<file path="config.mk">
export PLATFORM = sky130hd
export DESIGN_NAME = encoder_angle_rate_tracker_flat
export DESIGN_NICKNAME = d
export VERILOG_FILES = /design/src/hdl/eart_pkg.sv /design/src/hdl/eart_if.sv /design/src/hdl/eart_ctrl.sv /design/src/hdl/eart_dp.sv /design/src/hdl/encoder_angle_rate_tracker.sv /design/src/flat_wrapper.sv
export SDC_FILE = /design/constraint.sdc
export NUM_CORES = 2
export LEC_CHECK = 0
export BUFFER_PORTS_ARGS = -buffer_cell sky130_fd_sc_hd__buf_2
export CORE_AREA = 2 2 387 274
export DETAILED_ROUTE_END_ITERATION = 6
export DIE_AREA = 0 0 389 276
export GPL_TIMING_DRIVEN = 0
export PLACE_DENSITY = 0.53
export SYNTH_ARGS = -nofsm -noshare
export SYNTH_HDL_FRONTEND = slang
export SYNTH_SLANG_ARGS = --single-unit
</file>
<file path="constraint.sdc">
create_clock -name clk -period 11.95 [get_ports clk]
set_input_delay 1.7925 -clock clk [delete_from_list [all_inputs] [get_ports clk]]
set_output_delay 1.7925 -clock clk [all_outputs]
set_load 0.02 [all_outputs]
</file>
<file path="src/hdl/eart_pkg.sv">
// Shared types, constants and helpers of the encoder angle/rate tracker.
// No dependencies; every other file imports this package.
package eart_pkg;

	localparam int COUNTS_PER_TURN_DEF = 4096;
	localparam int ANGLE_W  = 12;
	localparam int STAT_W   = 8;
	localparam int TIME_W   = 32;
	localparam int RATE_W   = 32;
	localparam int WIN_W    = 16;
	localparam int NUM_W    = 53;              // |speed diff| * 1e6 fits here
	localparam int CNT_W    = $clog2(NUM_W);
	localparam int MICRO    = 1000000;

	localparam int STAT_DETECTED = 5;
	localparam int STAT_WEAK     = 4;
	localparam int STAT_STRONG   = 3;

	localparam logic ACT_SYNC = 1'b1;

	localparam int PADDR_W = 4;
	localparam logic [1:0] REG_MIN_WINDOW = 2'd0;
	localparam logic [1:0] REG_MAX_STEP   = 2'd1;
	localparam logic [1:0] REG_CENTRE     = 2'd2;

	localparam logic [WIN_W-1:0]   MIN_WINDOW_RST = 16'd1000;
	localparam logic [ANGLE_W-1:0] MAX_STEP_RST   = 12'd400;
	localparam logic [ANGLE_W-1:0] CENTRE_RST     = 12'd0;

	typedef struct packed {
		logic [WIN_W-1:0]   min_window;
		logic [ANGLE_W-1:0] max_step;
		logic [ANGLE_W-1:0] centre;
	} cfg_t;

	typedef struct packed {
		logic latch;
		logic eval;
		logic div_step;
		logic sat_speed;
		logic load_accel;
		logic sat_accel;
		logic push;
	} cmd_t;

	typedef struct packed {
		logic rates_go;
		logic div_last;
		logic slot_free;
	} sts_t;

	typedef struct packed {
		logic [ANGLE_W-1:0]       angle_counts;
		logic signed [RATE_W-1:0] total_counts;
		logic signed [RATE_W-1:0] speed_cps;
		logic signed [RATE_W-1:0] accel_cps2;
		logic                     sample_rejected;
		logic                     rates_updated;
		logic                     glitch_seen;
	} res_t;

	// Apply sign to an unsigned quotient and clamp to 32-bit signed.
	function automatic logic [RATE_W-1:0] sat_mag(input logic neg,
			input logic [NUM_W-1:0] q);
		logic [RATE_W-1:0] r;
		if (!neg) begin
			if (q > NUM_W'(32'h7FFF_FFFF)) r = 32'h7FFF_FFFF;
			else r = q[RATE_W-1:0];
		end else begin
			if (q > NUM_W'(33'h0_8000_0000)) r = 32'h8000_0000;
			else r = RATE_W'(-q[RATE_W-1:0]);
		end
		return r;
	endfunction

endpackage

</file>
<file path="src/hdl/eart_if.sv">
// Valid/ready channel interfaces for sample words and result words.
// Depends on eart_pkg.
interface eart_in_if;
	import eart_pkg::*;
	logic               valid;
	logic               ready;
	logic               action;
	logic [ANGLE_W-1:0] raw_angle;
	logic [STAT_W-1:0]  status_byte;
	logic [TIME_W-1:0]  time_us;
	modport source (output valid, action, raw_angle, status_byte, time_us, input ready);
	modport sink (input valid, action, raw_angle, status_byte, time_us, output ready);
endinterface

interface eart_out_if;
	import eart_pkg::*;
	logic                     valid;
	logic                     ready;
	logic [ANGLE_W-1:0]       angle_counts;
	logic signed [RATE_W-1:0] total_counts;
	logic signed [RATE_W-1:0] speed_cps;
	logic signed [RATE_W-1:0] accel_cps2;
	logic                     sample_rejected;
	logic                     rates_updated;
	logic                     glitch_seen;
	modport source (output valid, angle_counts, total_counts, speed_cps, accel_cps2,
		sample_rejected, rates_updated, glitch_seen, input ready);
	modport sink (input valid, angle_counts, total_counts, speed_cps, accel_cps2,
		sample_rejected, rates_updated, glitch_seen, output ready);
endinterface

</file>
<file path="src/hdl/eart_ctrl.sv">
// Sequencer of the tracker: steps the datapath through evaluate, two divisions
// (only when the rates are recomputed) and result hand-off. Depends on eart_pkg.
module eart_ctrl import eart_pkg::*; (
	input  logic clk,
	input  logic arst_n,
	input  logic in_valid,
	output logic in_ready,
	input  sts_t sts,
	output cmd_t cmd
);

	localparam logic [2:0] ST_IDLE  = 3'd0;
	localparam logic [2:0] ST_EVAL  = 3'd1;
	localparam logic [2:0] ST_DIV_S = 3'd2;
	localparam logic [2:0] ST_SAT_S = 3'd3;
	localparam logic [2:0] ST_MUL_A = 3'd4;
	localparam logic [2:0] ST_DIV_A = 3'd5;
	localparam logic [2:0] ST_SAT_A = 3'd6;
	localparam logic [2:0] ST_PUSH  = 3'd7;

	logic [2:0] state_q, state_d;

	assign in_ready = (state_q == ST_IDLE);

	always_comb begin
		state_d = state_q;
		cmd = '0;
		case (state_q)
			ST_IDLE: begin
				cmd.latch = in_valid;
				if (in_valid) state_d = ST_EVAL;
			end
			ST_EVAL: begin
				cmd.eval = 1'b1;
				state_d = sts.rates_go ? ST_DIV_S : ST_PUSH;
			end
			ST_DIV_S: begin
				cmd.div_step = 1'b1;
				if (sts.div_last) state_d = ST_SAT_S;
			end
			ST_SAT_S: begin
				cmd.sat_speed = 1'b1;
				state_d = ST_MUL_A;
			end
			ST_MUL_A: begin
				cmd.load_accel = 1'b1;
				state_d = ST_DIV_A;
			end
			ST_DIV_A: begin
				cmd.div_step = 1'b1;
				if (sts.div_last) state_d = ST_SAT_A;
			end
			ST_SAT_A: begin
				cmd.sat_accel = 1'b1;
				state_d = ST_PUSH;
			end
			ST_PUSH: begin
				cmd.push = sts.slot_free;
				if (sts.slot_free) state_d = ST_IDLE;
			end
			default: state_d = ST_IDLE;
		endcase
	end

	always_ff @(posedge clk or negedge arst_n) begin
		if (!arst_n) state_q <= ST_IDLE;
		else state_q <= state_d;
	end

endmodule

</file>
<file path="src/hdl/eart_dp.sv">
// Datapath of the tracker: tracking state, unwrap, saturating total, shared
// restoring divider and result register. Depends on eart_pkg.
module eart_dp import eart_pkg::*; #(
	parameter int COUNTS_PER_TURN = COUNTS_PER_TURN_DEF
) (
	input  logic               clk,
	input  logic               arst_n,
	input  cfg_t               cfg,
	input  cmd_t               cmd,
	output sts_t               sts,
	input  logic               action,
	input  logic [ANGLE_W-1:0] raw_angle,
	input  logic [STAT_W-1:0]  status_byte,
	input  logic [TIME_W-1:0]  time_us,
	output logic               out_valid,
	input  logic               out_ready,
	output res_t               res
);

	localparam int CPT_W  = $clog2(COUNTS_PER_TURN);
	localparam int STEP_W = (CPT_W + 2 > ANGLE_W + 2) ? CPT_W + 2 : ANGLE_W + 2;
	localparam logic signed [STEP_W-1:0] HALF  = STEP_W'(COUNTS_PER_TURN / 2);
	localparam logic signed [STEP_W-1:0] CPT_S = STEP_W'(COUNTS_PER_TURN);

	logic               act_q;
	logic [ANGLE_W-1:0] raw_q;
	logic [STAT_W-1:0]  stat_q;
	logic [TIME_W-1:0]  now_q;

	logic [ANGLE_W-1:0]       prev_angle_q, cur_angle_q;
	logic [TIME_W-1:0]        prev_time_q;
	logic signed [RATE_W-1:0] total_q, cur_speed_q, prev_speed_q, cur_accel_q;
	logic                     rej_q, upd_q, gli_q;

	logic [TIME_W-1:0] dt_q;
	logic [NUM_W-1:0]  num_q;
	logic [TIME_W:0]   rem_q;
	logic [CNT_W-1:0]  cnt_q;
	logic              neg_q;

	logic                     out_valid_q;
	res_t                     out_q;

	logic                     magnet_ok, is_sync, win, glitch;
	logic [TIME_W-1:0]        dt;
	logic signed [STEP_W-1:0] d0, d1, step;
	logic [STEP_W-1:0]        mag;
	logic signed [RATE_W:0]   tsum, adiff;
	logic [RATE_W:0]          amag;
	logic [RATE_W-1:0]        tsat, seed;
	logic [TIME_W:0]          rem_sh;
	logic                     fits;

	assign magnet_ok = stat_q[STAT_DETECTED] & ~stat_q[STAT_WEAK] & ~stat_q[STAT_STRONG];
	assign is_sync   = (act_q == ACT_SYNC);
	assign dt        = now_q - prev_time_q;
	assign win       = (dt != '0) && (dt >= TIME_W'(cfg.min_window));

	// Unwrap the raw step into one turn.
	assign d0   = $signed(STEP_W'(raw_q)) - $signed(STEP_W'(prev_angle_q));
	assign d1   = (d0 > HALF) ? d0 - CPT_S : d0;
	assign step = (d1 < -HALF) ? d1 + CPT_S : d1;
	assign mag  = step[STEP_W-1] ? STEP_W'(-step) : STEP_W'(step);
	assign glitch = mag > STEP_W'(cfg.max_step);

	assign tsum = $signed({total_q[RATE_W-1], total_q}) + $signed((RATE_W+1)'(step));
	assign tsat = (tsum[RATE_W] != tsum[RATE_W-1])
		? (tsum[RATE_W] ? 32'h8000_0000 : 32'h7FFF_FFFF) : tsum[RATE_W-1:0];
	assign seed = RATE_W'(raw_q) - RATE_W'(cfg.centre);

	assign adiff = $signed({cur_speed_q[RATE_W-1], cur_speed_q})
		- $signed({prev_speed_q[RATE_W-1], prev_speed_q});
	assign amag  = adiff[RATE_W] ? (RATE_W+1)'(-adiff) : (RATE_W+1)'(adiff);

	// One restoring division step per cycle.
	assign rem_sh = {rem_q[TIME_W-1:0], num_q[NUM_W-1]};
	assign fits   = rem_sh >= {1'b0, dt_q};

	assign sts.rates_go  = magnet_ok && !is_sync && win && !glitch;
	assign sts.div_last  = (cnt_q == CNT_W'(NUM_W - 1));
	assign sts.slot_free = !out_valid_q || out_ready;

	assign out_valid = out_valid_q;
	assign res       = out_q;

	always_ff @(posedge clk or negedge arst_n) begin
		if (!arst_n) begin
			prev_angle_q <= '0;
			prev_time_q  <= '0;
			cur_angle_q  <= '0;
			total_q      <= '0;
			cur_speed_q  <= '0;
			prev_speed_q <= '0;
			cur_accel_q  <= '0;
			out_valid_q  <= 1'b0;
		end else begin
			if (cmd.eval && magnet_ok) begin
				if (is_sync) begin
					prev_angle_q <= raw_q;
					prev_time_q  <= now_q;
					total_q      <= seed;
				end else begin
					cur_angle_q <= raw_q;
					if (win) begin
						prev_angle_q <= raw_q;
						prev_time_q  <= now_q;
						if (glitch) begin
							cur_speed_q  <= '0;
							prev_speed_q <= '0;
							cur_accel_q  <= '0;
						end else begin
							total_q <= tsat;
						end
					end
				end
			end
			if (cmd.sat_speed) cur_speed_q <= sat_mag(neg_q, num_q);
			if (cmd.load_accel) prev_speed_q <= cur_speed_q;
			if (cmd.sat_accel) cur_accel_q <= sat_mag(neg_q, num_q);
			if (cmd.push) out_valid_q <= 1'b1;
			else if (out_ready) out_valid_q <= 1'b0;
		end
	end

	always_ff @(posedge clk) begin
		if (cmd.latch) begin
			act_q  <= action;
			raw_q  <= raw_angle;
			stat_q <= status_byte;
			now_q  <= time_us;
		end
		if (cmd.eval) begin
			rej_q <= !magnet_ok;
			upd_q <= magnet_ok && !is_sync && win;
			gli_q <= magnet_ok && !is_sync && win && glitch;
			dt_q  <= dt;
			num_q <= NUM_W'(mag) * NUM_W'(MICRO);
			neg_q <= step[STEP_W-1];
			rem_q <= '0;
			cnt_q <= '0;
		end else if (cmd.load_accel) begin
			num_q <= NUM_W'(amag) * NUM_W'(MICRO);
			neg_q <= adiff[RATE_W];
			rem_q <= '0;
			cnt_q <= '0;
		end else if (cmd.div_step) begin
			rem_q <= fits ? rem_sh - {1'b0, dt_q} : rem_sh;
			num_q <= {num_q[NUM_W-2:0], fits};
			cnt_q <= cnt_q + 1'b1;
		end
		if (cmd.push) begin
			out_q.angle_counts    <= cur_angle_q;
			out_q.total_counts    <= total_q;
			out_q.speed_cps       <= cur_speed_q;
			out_q.accel_cps2      <= cur_accel_q;
			out_q.sample_rejected <= rej_q;
			out_q.rates_updated   <= upd_q;
			out_q.glitch_seen     <= gli_q;
		end
	end

`ifndef SYNTHESIS
	a_rej_alone: assert property (@(posedge clk) disable iff (!arst_n)
		out_valid_q && out_q.sample_rejected |-> !out_q.rates_updated && !out_q.glitch_seen)
		else $error("rejected word reports an update");
	a_glitch_upd: assert property (@(posedge clk) disable iff (!arst_n)
		out_valid_q && out_q.glitch_seen |-> out_q.rates_updated)
		else $error("glitch without update");
	a_rem_bound: assert property (@(posedge clk) disable iff (!arst_n)
		cmd.div_step |=> rem_q < {1'b0, dt_q})
		else $error("divider remainder out of range");
	a_glitch_zero: assert property (@(posedge clk) disable iff (!arst_n)
		cmd.eval && sts.rates_go |-> win && !glitch && dt != '0)
		else $error("divider started on zero or glitch step");
`endif

endmodule

</file>
<file path="src/hdl/encoder_angle_rate_tracker.sv">
// Encoder angle/rate tracker, top level: APB register file, sequencer and
// datapath. Depends on eart_pkg, eart_if, eart_ctrl and eart_dp.
//
// Takes one sample word (sync flag, 12-bit absolute angle, sensor status,
// microsecond timestamp) at a time on "sample" and returns exactly one result
// word on "result": current angle, saturating cumulative angle, velocity in
// counts/s and acceleration in counts/s^2, plus rejected/updated/glitch
// flags. A word whose magnet status is bad, a sync word, or a sample before
// the minimum window has elapsed goes from evaluation straight to the result
// hand-off. For a sample that recomputes the rates, the velocity and then the
// acceleration go through one shared restoring divider that retires one
// quotient bit per cycle over a 53-bit numerator; the speed is saturated and
// the acceleration numerator formed between them. A glitch step (larger
// than max_step_counts) zeroes the rates and skips the divider.
// The result register frees the datapath: the next sample is taken while a
// result still waits for ready. Registers (APB, 32-bit data): 0x0
// min_window_us, 0x4 max_step_counts, 0x8 centre_counts; write them only
// while no sample is in flight.
module encoder_angle_rate_tracker import eart_pkg::*; #(
	parameter int COUNTS_PER_TURN = COUNTS_PER_TURN_DEF
) (
	input  logic               clk,
	input  logic               arst_n,
	input  logic               psel,
	input  logic               penable,
	input  logic               pwrite,
	input  logic [PADDR_W-1:0] paddr,
	input  logic [31:0]        pwdata,
	output logic [31:0]        prdata,
	output logic               pready,
	eart_in_if.sink            sample,
	eart_out_if.source         result
);

	cfg_t       cfg_q;
	cmd_t       cmd;
	sts_t       sts;
	res_t       res;
	logic [1:0] reg_idx;
	logic       wr_en;

	// Register file: zero wait states, decode on the word index.
	assign pready  = 1'b1;
	assign reg_idx = paddr[3:2];
	assign wr_en   = psel && penable && pwrite;

	always_ff @(posedge clk or negedge arst_n) begin
		if (!arst_n) begin
			cfg_q.min_window <= MIN_WINDOW_RST;
			cfg_q.max_step   <= MAX_STEP_RST;
			cfg_q.centre     <= CENTRE_RST;
		end else if (wr_en) begin
			case (reg_idx)
				REG_MIN_WINDOW: cfg_q.min_window <= pwdata[WIN_W-1:0];
				REG_MAX_STEP:   cfg_q.max_step   <= pwdata[ANGLE_W-1:0];
				REG_CENTRE:     cfg_q.centre     <= pwdata[ANGLE_W-1:0];
				default: ;
			endcase
		end
	end

	always_comb begin
		case (reg_idx)
			REG_MIN_WINDOW: prdata = 32'(cfg_q.min_window);
			REG_MAX_STEP:   prdata = 32'(cfg_q.max_step);
			REG_CENTRE:     prdata = 32'(cfg_q.centre);
			default:        prdata = '0;
		endcase
	end

	eart_ctrl u_ctrl (
		.clk      (clk),
		.arst_n   (arst_n),
		.in_valid (sample.valid),
		.in_ready (sample.ready),
		.sts      (sts),
		.cmd      (cmd)
	);

	eart_dp #(.COUNTS_PER_TURN(COUNTS_PER_TURN)) u_dp (
		.clk         (clk),
		.arst_n      (arst_n),
		.cfg         (cfg_q),
		.cmd         (cmd),
		.sts         (sts),
		.action      (sample.action),
		.raw_angle   (sample.raw_angle),
		.status_byte (sample.status_byte),
		.time_us     (sample.time_us),
		.out_valid   (result.valid),
		.out_ready   (result.ready),
		.res         (res)
	);

	// Drive the result word from the datapath's output register.
	assign result.angle_counts    = res.angle_counts;
	assign result.total_counts    = res.total_counts;
	assign result.speed_cps       = res.speed_cps;
	assign result.accel_cps2      = res.accel_cps2;
	assign result.sample_rejected = res.sample_rejected;
	assign result.rates_updated   = res.rates_updated;
	assign result.glitch_seen     = res.glitch_seen;

endmodule
</file>
<file path="src/flat_wrapper.sv">
// flat-port wrapper written by rule: the top's interface ports become plain ports
module encoder_angle_rate_tracker_flat import eart_pkg::*;
#(
	parameter int COUNTS_PER_TURN = COUNTS_PER_TURN_DEF
)
  (clk, arst_n, psel, penable, pwrite, paddr, pwdata, prdata, pready, sample_valid, sample_action, sample_raw_angle, sample_status_byte, sample_time_us, sample_ready, result_valid, result_angle_counts, result_total_counts, result_speed_cps, result_accel_cps2, result_sample_rejected, result_rates_updated, result_glitch_seen, result_ready);
  eart_in_if sample_i ();
  eart_out_if result_i ();
  input  logic clk;
  input  logic arst_n;
  input  logic psel;
  input  logic penable;
  input  logic pwrite;
  input  logic [PADDR_W-1:0] paddr;
  input  logic [31:0] pwdata;
  output logic [31:0] prdata;
  output logic pready;
  input wire logic [$bits(sample_i.valid)-1:0] sample_valid;
  input wire logic [$bits(sample_i.action)-1:0] sample_action;
  input wire logic [$bits(sample_i.raw_angle)-1:0] sample_raw_angle;
  input wire logic [$bits(sample_i.status_byte)-1:0] sample_status_byte;
  input wire logic [$bits(sample_i.time_us)-1:0] sample_time_us;
  output wire logic [$bits(sample_i.ready)-1:0] sample_ready;
  output wire logic [$bits(result_i.valid)-1:0] result_valid;
  output wire logic [$bits(result_i.angle_counts)-1:0] result_angle_counts;
  output wire logic [$bits(result_i.total_counts)-1:0] result_total_counts;
  output wire logic [$bits(result_i.speed_cps)-1:0] result_speed_cps;
  output wire logic [$bits(result_i.accel_cps2)-1:0] result_accel_cps2;
  output wire logic [$bits(result_i.sample_rejected)-1:0] result_sample_rejected;
  output wire logic [$bits(result_i.rates_updated)-1:0] result_rates_updated;
  output wire logic [$bits(result_i.glitch_seen)-1:0] result_glitch_seen;
  input wire logic [$bits(result_i.ready)-1:0] result_ready;
  assign sample_i.valid = sample_valid;
  assign sample_i.action = sample_action;
  assign sample_i.raw_angle = sample_raw_angle;
  assign sample_i.status_byte = sample_status_byte;
  assign sample_i.time_us = sample_time_us;
  assign sample_ready = sample_i.ready;
  assign result_valid = result_i.valid;
  assign result_angle_counts = result_i.angle_counts;
  assign result_total_counts = result_i.total_counts;
  assign result_speed_cps = result_i.speed_cps;
  assign result_accel_cps2 = result_i.accel_cps2;
  assign result_sample_rejected = result_i.sample_rejected;
  assign result_rates_updated = result_i.rates_updated;
  assign result_glitch_seen = result_i.glitch_seen;
  assign result_i.ready = result_ready;
  encoder_angle_rate_tracker #(.COUNTS_PER_TURN(COUNTS_PER_TURN)) u_core (.clk(clk), .arst_n(arst_n), .psel(psel), .penable(penable), .pwrite(pwrite), .paddr(paddr), .pwdata(pwdata), .prdata(prdata), .pready(pready), .sample(sample_i), .result(result_i));
endmodule
</file>
### Yosys cells after proc, flatten, opt, wreduce, memory -nomap -nowiden

Cells that the tools add are included.

* register bits: 517
* bits in latches: 0
* memory bits (writable): 0
* memory bits (read-only): 0
* input port bits: 96
* output and inout port bits: 146
* logic and storage cells: 165
* memories kept: 0

* add/sub/neg operators: 12
* $mul: 2
* div/mod/pow operators: 0
* order comparisons: 7
* eq/ne operators: 19
* shift-type cells: 0
* muxes and demuxes: 45
* bitwise operators: 5
* reductions and logical operators: 42

Operator list (number)
* 32-bit 2-to-1 mux: 18
* 53-bit 2-to-1 mux: 2
* 32-bit subtractor: 2
* 53-bit by 31-bit greater-than comparator with 1-bit output, second input constant: 1
* 53-bit by 32-bit greater-than comparator with 1-bit output, second input constant: 1
* 16-bit one-hot mux with 3 select lines: 1
* 33-bit by 14-bit multiplier with 47-bit output, second input constant: 1
* 14-bit 2-to-1 mux: 3
* 34-bit 2-to-1 mux: 1
* 32-bit by 14-bit adder with 33-bit output: 1
* 33-bit by 32-bit >= comparator with 1-bit output: 1
* 33-bit 2-to-1 mux: 1
* 33-bit negation: 1
* 32-bit by 32-bit subtractor with 33-bit output: 1
* 32-bit by 16-bit >= comparator with 1-bit output: 1
* 32-bit negation: 1
* 32-bit nonzero test: 1
* 14-bit by 14-bit multiplier with 28-bit output, second input constant: 1
* 2-bit nonzero test: 13
* 12-bit by 12-bit subtractor with 13-bit output: 2
* 12-bit 2-to-1 mux: 2
* 3-bit one-hot mux with 8 select lines: 1
* 4-bit AND reduction: 4
* 3-bit 2-to-1 mux: 5
* 28 further kinds: 66

### Depth between registers and ports, before layout

* depth in word-level cells: 13
* gate-level depth with buffers: 41
* depth with buffers taken out: 40

### Hierarchy

A second synthesis with hierarchy kept.

* cells, all modules: 4095
* area, all modules: 40884.2 um^2

Modules (own cells, without submodules)
* eart_dp: times used 1, cells each 3910, area an instance 38583.3 um^2
* encoder_angle_rate_tracker: times used 1, cells each 153, area an instance 1989.4 um^2
* eart_ctrl: times used 1, cells each 32, area an instance 311.5 um^2

### Worst setup path before layout

Ideal clock, no wire load.

* path type: flip-flop to flip-flop
* start point: register u_core.u_dp.raw_q[0]
* end point: register u_core.u_dp.num_q[32] (data pin)
* library setup time: 152 ps
* arrival: 9218 ps
* data required time: 11798 ps
* path slack: 2580 ps
* cell stages (with the launch flop): 41
* clock period less this slack: 9370 ps
* path through: edfxtp_1 -> inv_1 -> ha_1 -> fa_1 -> nor2b_1 -> o21ai_0 -> nand2b_1 -> a21o_1 -> a21o_1 -> a31oi_1 -> o211a_1 -> xor2_1 -> inv_1 -> o211ai_1 -> ha_1 -> a21o_1 -> clkbuf_1 -> clkinv_1 -> (+5 left out) -> inv_1 -> fa_1 -> inv_1 -> ha_1 -> inv_1 -> fa_1 -> inv_1 -> ha_1 -> a21oi_1 -> o21ai_0 -> or3_1 -> o21a_1 -> a2111oi_0 -> o21bai_1 -> a21o_1 -> a2111oi_0 -> a31oi_1 -> o21ai_0

* word-level cells in the longest chain between the ends: 9
* elaborated cells between the ends (all ways): 11

RTL lines
* start: declaration: line eart_dp.sv:26 `logic [ANGLE_W-1:0] raw_q;`
* start signal: assignment: line eart_dp.sv:128 `raw_q <= raw_angle;`
* 12-bit by 12-bit subtractor with 13-bit output *: line eart_dp.sv:60 `assign d0 = $signed(STEP_W'(raw_q)) - $signed(STEP_W'(prev_angle_q));`
* 13-bit by 14-bit subtractor with 14-bit output or 13-bit greater-than comparator (tied branches): line eart_dp.sv:61 `assign d1 = (d0 > HALF) ? d0 - CPT_S : d0;`
* 14-bit 2-to-1 mux *: line eart_dp.sv:61
* 14-bit adder or 14-bit by 12-bit less-than comparator with 1-bit output (tied branches): line eart_dp.sv:62 `assign step = (d1 < -HALF) ? d1 + CPT_S : d1;`
* 14-bit 2-to-1 mux *: line eart_dp.sv:62
* 14-bit negation: line eart_dp.sv:63 `assign mag = step[STEP_W-1] ? STEP_W'(-step) : STEP_W'(step);`
* 14-bit 2-to-1 mux *: line eart_dp.sv:63
* 14-bit by 14-bit multiplier with 28-bit output *: line eart_dp.sv:137 `num_q <= NUM_W'(mag) * NUM_W'(MICRO);`
* 34-bit 2-to-1 mux *: line eart_dp.sv:132 `if (cmd.eval) begin`
* end signal: assignment: line eart_dp.sv:137
* end signal: assignment: line eart_dp.sv:142 `num_q <= NUM_W'(amag) * NUM_W'(MICRO);`
* end signal: assignment: line eart_dp.sv:148 `num_q <= {num_q[NUM_W-2:0], fits};`
* end: declaration: line eart_dp.sv:36 `logic [NUM_W-1:0] num_q;`

Every way passes the cells marked *; elsewhere a longest branch is shown, timed or not.
A chain may end at the register's enable or synchronous reset.

### Worst setup path after layout

* start point: register u_core.u_dp.cur_speed_q[11]
* end point: register u_core.u_dp.num_q[52]

* word-level cells in the longest chain between the ends: 5

RTL lines
* start: declaration: line eart_dp.sv:32 `logic signed [RATE_W-1:0] total_q, cur_speed_q, prev_speed_q, cur_accel_q;`
* start signal: assignment: line eart_dp.sv:117 `if (cmd.sat_speed) cur_speed_q <= sat_mag(neg_q, num_q);`
* 32-bit by 32-bit subtractor with 33-bit output *: line eart_dp.sv:72 `- $signed({prev_speed_q[RATE_W-1], prev_speed_q});`
* 33-bit negation: line eart_dp.sv:73 `assign amag = adiff[RATE_W] ? (RATE_W+1)'(-adiff) : (RATE_W+1)'(adiff);`
* 33-bit 2-to-1 mux *: line eart_dp.sv:73
* 33-bit by 14-bit multiplier with 47-bit output *: line eart_dp.sv:142
* 53-bit 2-to-1 mux *: line eart_dp.sv:141 `end else if (cmd.load_accel) begin`

Marks and branches as above.

==> results_dict.tcl <==
set metrics [dict create \
    synth_xor_xnor_area_share 0.0602 \
    grt_max_degree 107 \
    worstMarginPinSlew_ns 1.38 \
    cts_tree "done" \
    cp.arrival_ns 11.64 \
    fp.dieW_um 389 \
    final_common_cell "inv_1" \
    cpMostUsedCell "o21ai_0" \
    synthMuxAreaShare 0.0457 \
    max_stage_delay_ns 0.68 \
    synth_edf_count 223 \
    die_y_um 276 \
    initial_core_util 0.399 \
    period_share 0.934 \
    crit_fanout 10 \
    ys_warn_count 0 \
    grt_pass1_vias 30303 \
    antenna_found_initial 1 \
    finalInstanceArea_mm2 0.0462 \
    slew_viol_final 0 \
    fin_hold_ws_ns 0.418 \
    synth-seq-cells 514 \
    synth_top_area_share 0.162 \
    numCtsBuffers 57 \
    outcome "finished, final reports clean" \
    drt_iter0_drc 2496 \
    dp_hpwl_um 92100 \
    finalWeightedCongestion 0.928 \
    ys_seq_area_frac 0.331 \
    clk_pin_slew_worst_paths_ns 0.06 \
    finalSetupViolations 0 \
    clock_skew_ns 0.0437 \
    htree_levels 2 \
    cp.required_ns 12.43 \
    route.vias.total 31808 \
    io_pins 242 \
    overflow 0 \
    core_mm2 0.104 \
    dr.pass1.iters 5 \
    clock_path_buffers 3 \
    drt_wl_total_um 116000 \
    ant_nets 0 \
    cp_slowest_cell "clkbuf_1" \
    end_kind "flip-flop" \
    place_area_mm2 0.0443 \
    fin_tns_setup_ns 0 \
    syn_to_final_growth_pct 11.9 \
    synthTopCellsByArea "edfxtp_1 (16%), ha_1 (14%), dfrtp_1 (13%), fa_1 (7.9%), inv_1 (4.5%)" \
    min_path_type "reg -> reg" \
    num-fill-cells 10119 \
    final_layout_size_suffix_gt1_frac 0.116 \
    synth_compound_area_frac 0.176 \
    viasPerCell 5.41 \
    syn_inst 4178 \
    relSlewSlack 0.0741 \
    irDropWorstVdd_mv 0.0783 \
    synthSimpleGateAreaFrac 0.105 \
    layout.nets 5170 \
    cts.sinks 514 \
    powerDensity_mw_per_mm2 85.1 \
    fin_crit_ns 11.16 \
    drv_cap 0 \
    insertion_delay_ns 0.65 \
    wire_per_inst_um 19.7 \
    grt_pass1_wl_um 182000 \
    grt_usage 0.214 \
    synthFlopType "edfxtp_1" \
    syn_area_mm2 0.0413 \
    synth_area_leader_cell "edfxtp_1" \
    clockRootBuffer "clkbuf_16" \
    hold_violations 0 \
    final_cell_mix "inv_1 (496), ha_1 (449), o21ai_0 (254), nand2_1 (239), edfxtp_1 (223)" \
    async_reset_ff_frac 0.444 \
    ys_types 101 \
    io_buffers 201 \
    fmax_mhz 89.6 \
    synth_top_family_by_area "adder cells" \
    synthAdderAreaFrac 0.218 \
    die_area_mm2 0.107 \
    cp-start-kind "flip-flop" \
    rsz0062_at_grt "false" \
    drc 0 \
    worstSetupPathType "reg -> reg" \
    syn_area_per_cell_um2 9.88 \
    p_leak_nw 21.4 \
    row_count 99 \
]
==> cell type report <==
| cell class | count | area (um2) | area share |
|---|---|---|---|
| Antenna cell | 1 | 2.50 | 0.0000542 |
| Multi-Input combinational cell | 3027 | 25100 | 0.543 |
| Sequential cell | 514 | 13700 | 0.296 |
| Buffer | 151 | 738 | 0.0160 |
| Clock inverter | 38 | 342 | 0.00739 |
| Timing Repair inverter | 1 | 5.00 | 0.000108 |
| Tap cell | 1363 | 1710 | 0.0369 |
| Timing Repair Buffer | 210 | 1200 | 0.0260 |
| Inverter | 500 | 1880 | 0.0407 |
| Clock buffer | 70 | 1550 | 0.0335 |
==> synth_stat cells (32+ instances only) <==
master,count
mux2_4,39
nand2_1,239
xnor2_1,181
nor2_1,194
fa_1,163
nand3_1,53
clkbuf_1,109
dfrtp_1,219
nor2b_1,49
a22oi_1,32
nand4_1,36
a21o_1,118
dfxtp_1,63
a22o_1,91
o21ai_0,254
nor3_1,75
a31oi_1,32
mux2i_1,49
a21oi_1,206
and3_1,39
o21a_1,43
edfxtp_1,223
mux2_2,72
xor2_1,97
ha_1,449
inv_1,496
nand2b_1,38
==> flip-flops by register name (all words and copies together) (netlist names), 32 cells and up <==
register,cells
u_core.u_dp.res,111
u_core.u_dp.num_q,53
u_core.cfg_q,40
u_core.u_dp.cur_accel_q,32
u_core.u_dp.cur_speed_q,32
u_core.u_dp.dt_q,32
u_core.u_dp.now_q,32
u_core.u_dp.prev_speed_q,32
u_core.u_dp.prev_time_q,32
u_core.u_dp.rem_q,32
u_core.u_dp.total_q,32
==> path summary, 6_finish.rpt <==
| kind | startpoint | to | slack, ns | cells past startpoint |
|---|---|---|---|---|
| worst max-delay path | u_core.u_dp.cur_speed_q[11] | u_core.u_dp.num_q[52] | 0.79 | 33 |
| worst min-delay path | u_core.u_dp.upd_q | u_core.u_dp.res[1] | 0.42 | 0 |
| worst max register to register | u_core.u_dp.cur_speed_q[11] | u_core.u_dp.num_q[52] | 0.79 | 33 |
| worst min register to register | u_core.u_dp.upd_q | u_core.u_dp.res[1] | 0.42 | 0 |
| max in group asynchronous | arst_n | u_core.u_dp.total_q[21] | 10.06 | 2 |
| min in group asynchronous | arst_n | u_core.u_dp.prev_time_q[21] | 0.98 | 1 |
==> through the flow <==
stage,cells,worst slack [ns],util,power (mW)
3_3_place_gp,5757,0.251,0.425,2.16
4_1_cts,5874,0.0903,0.446,3.99
5_1_grt,5874,0.110,0.446,4.09
3_5_place_dp,5766,0.183,0.427,2.17
2_1_floorplan,4193,2.58,-,2.07
6_report,5875,0.788,0.446,3.93
==> critical path, delay by kind of cell, from the launching register on <==
family	cells	cell delay, ns
compound gates	17	4.69
fa+ha+maj	8	3.37
buf+inv	5	1.49
xor+xnor	2	0.82
flops	1	0.43
simple gates	1	0.21
==> kinds of logic (layout without fill, tap and decap cells) <==
group,Yosys count,after routing
buffers and inverters,652,970
adders and majority gates,624,624
AOI/OAI and AO/OA,1068,1068
DFF,514,514
xor gates and xnor gates,281,281
muxes,160,160
and+or+nand+nor,877,877
other,2,18
==> routing by layer <==
metal	GRT usage	share of wire	vias up
li1	-	-	15446
met1	0.354	0.53	15484
met2	0.288	0.39	807
met3	0.0395	0.069	71
met4	0.0271	0.010	0
met5	0	0	-
==> report_power, final <==
part	leakage (nW)	switching [mW]	total [mW]	internal (mW)
clock	0.921	0.787	1.80	1.01
sequential	5.39	0.0238	1.89	1.87
combinational	15.1	0.143	0.237	0.0942
total	21.4	0.954	3.93	2.98
==> what timing repair did <==
action,in CTS,in global routing
resized for setup,0,5
buffers inserted,0,0
hold buffers,0,0
setup endpoints to repair,0,12
(Power assumes the default switching activity.)
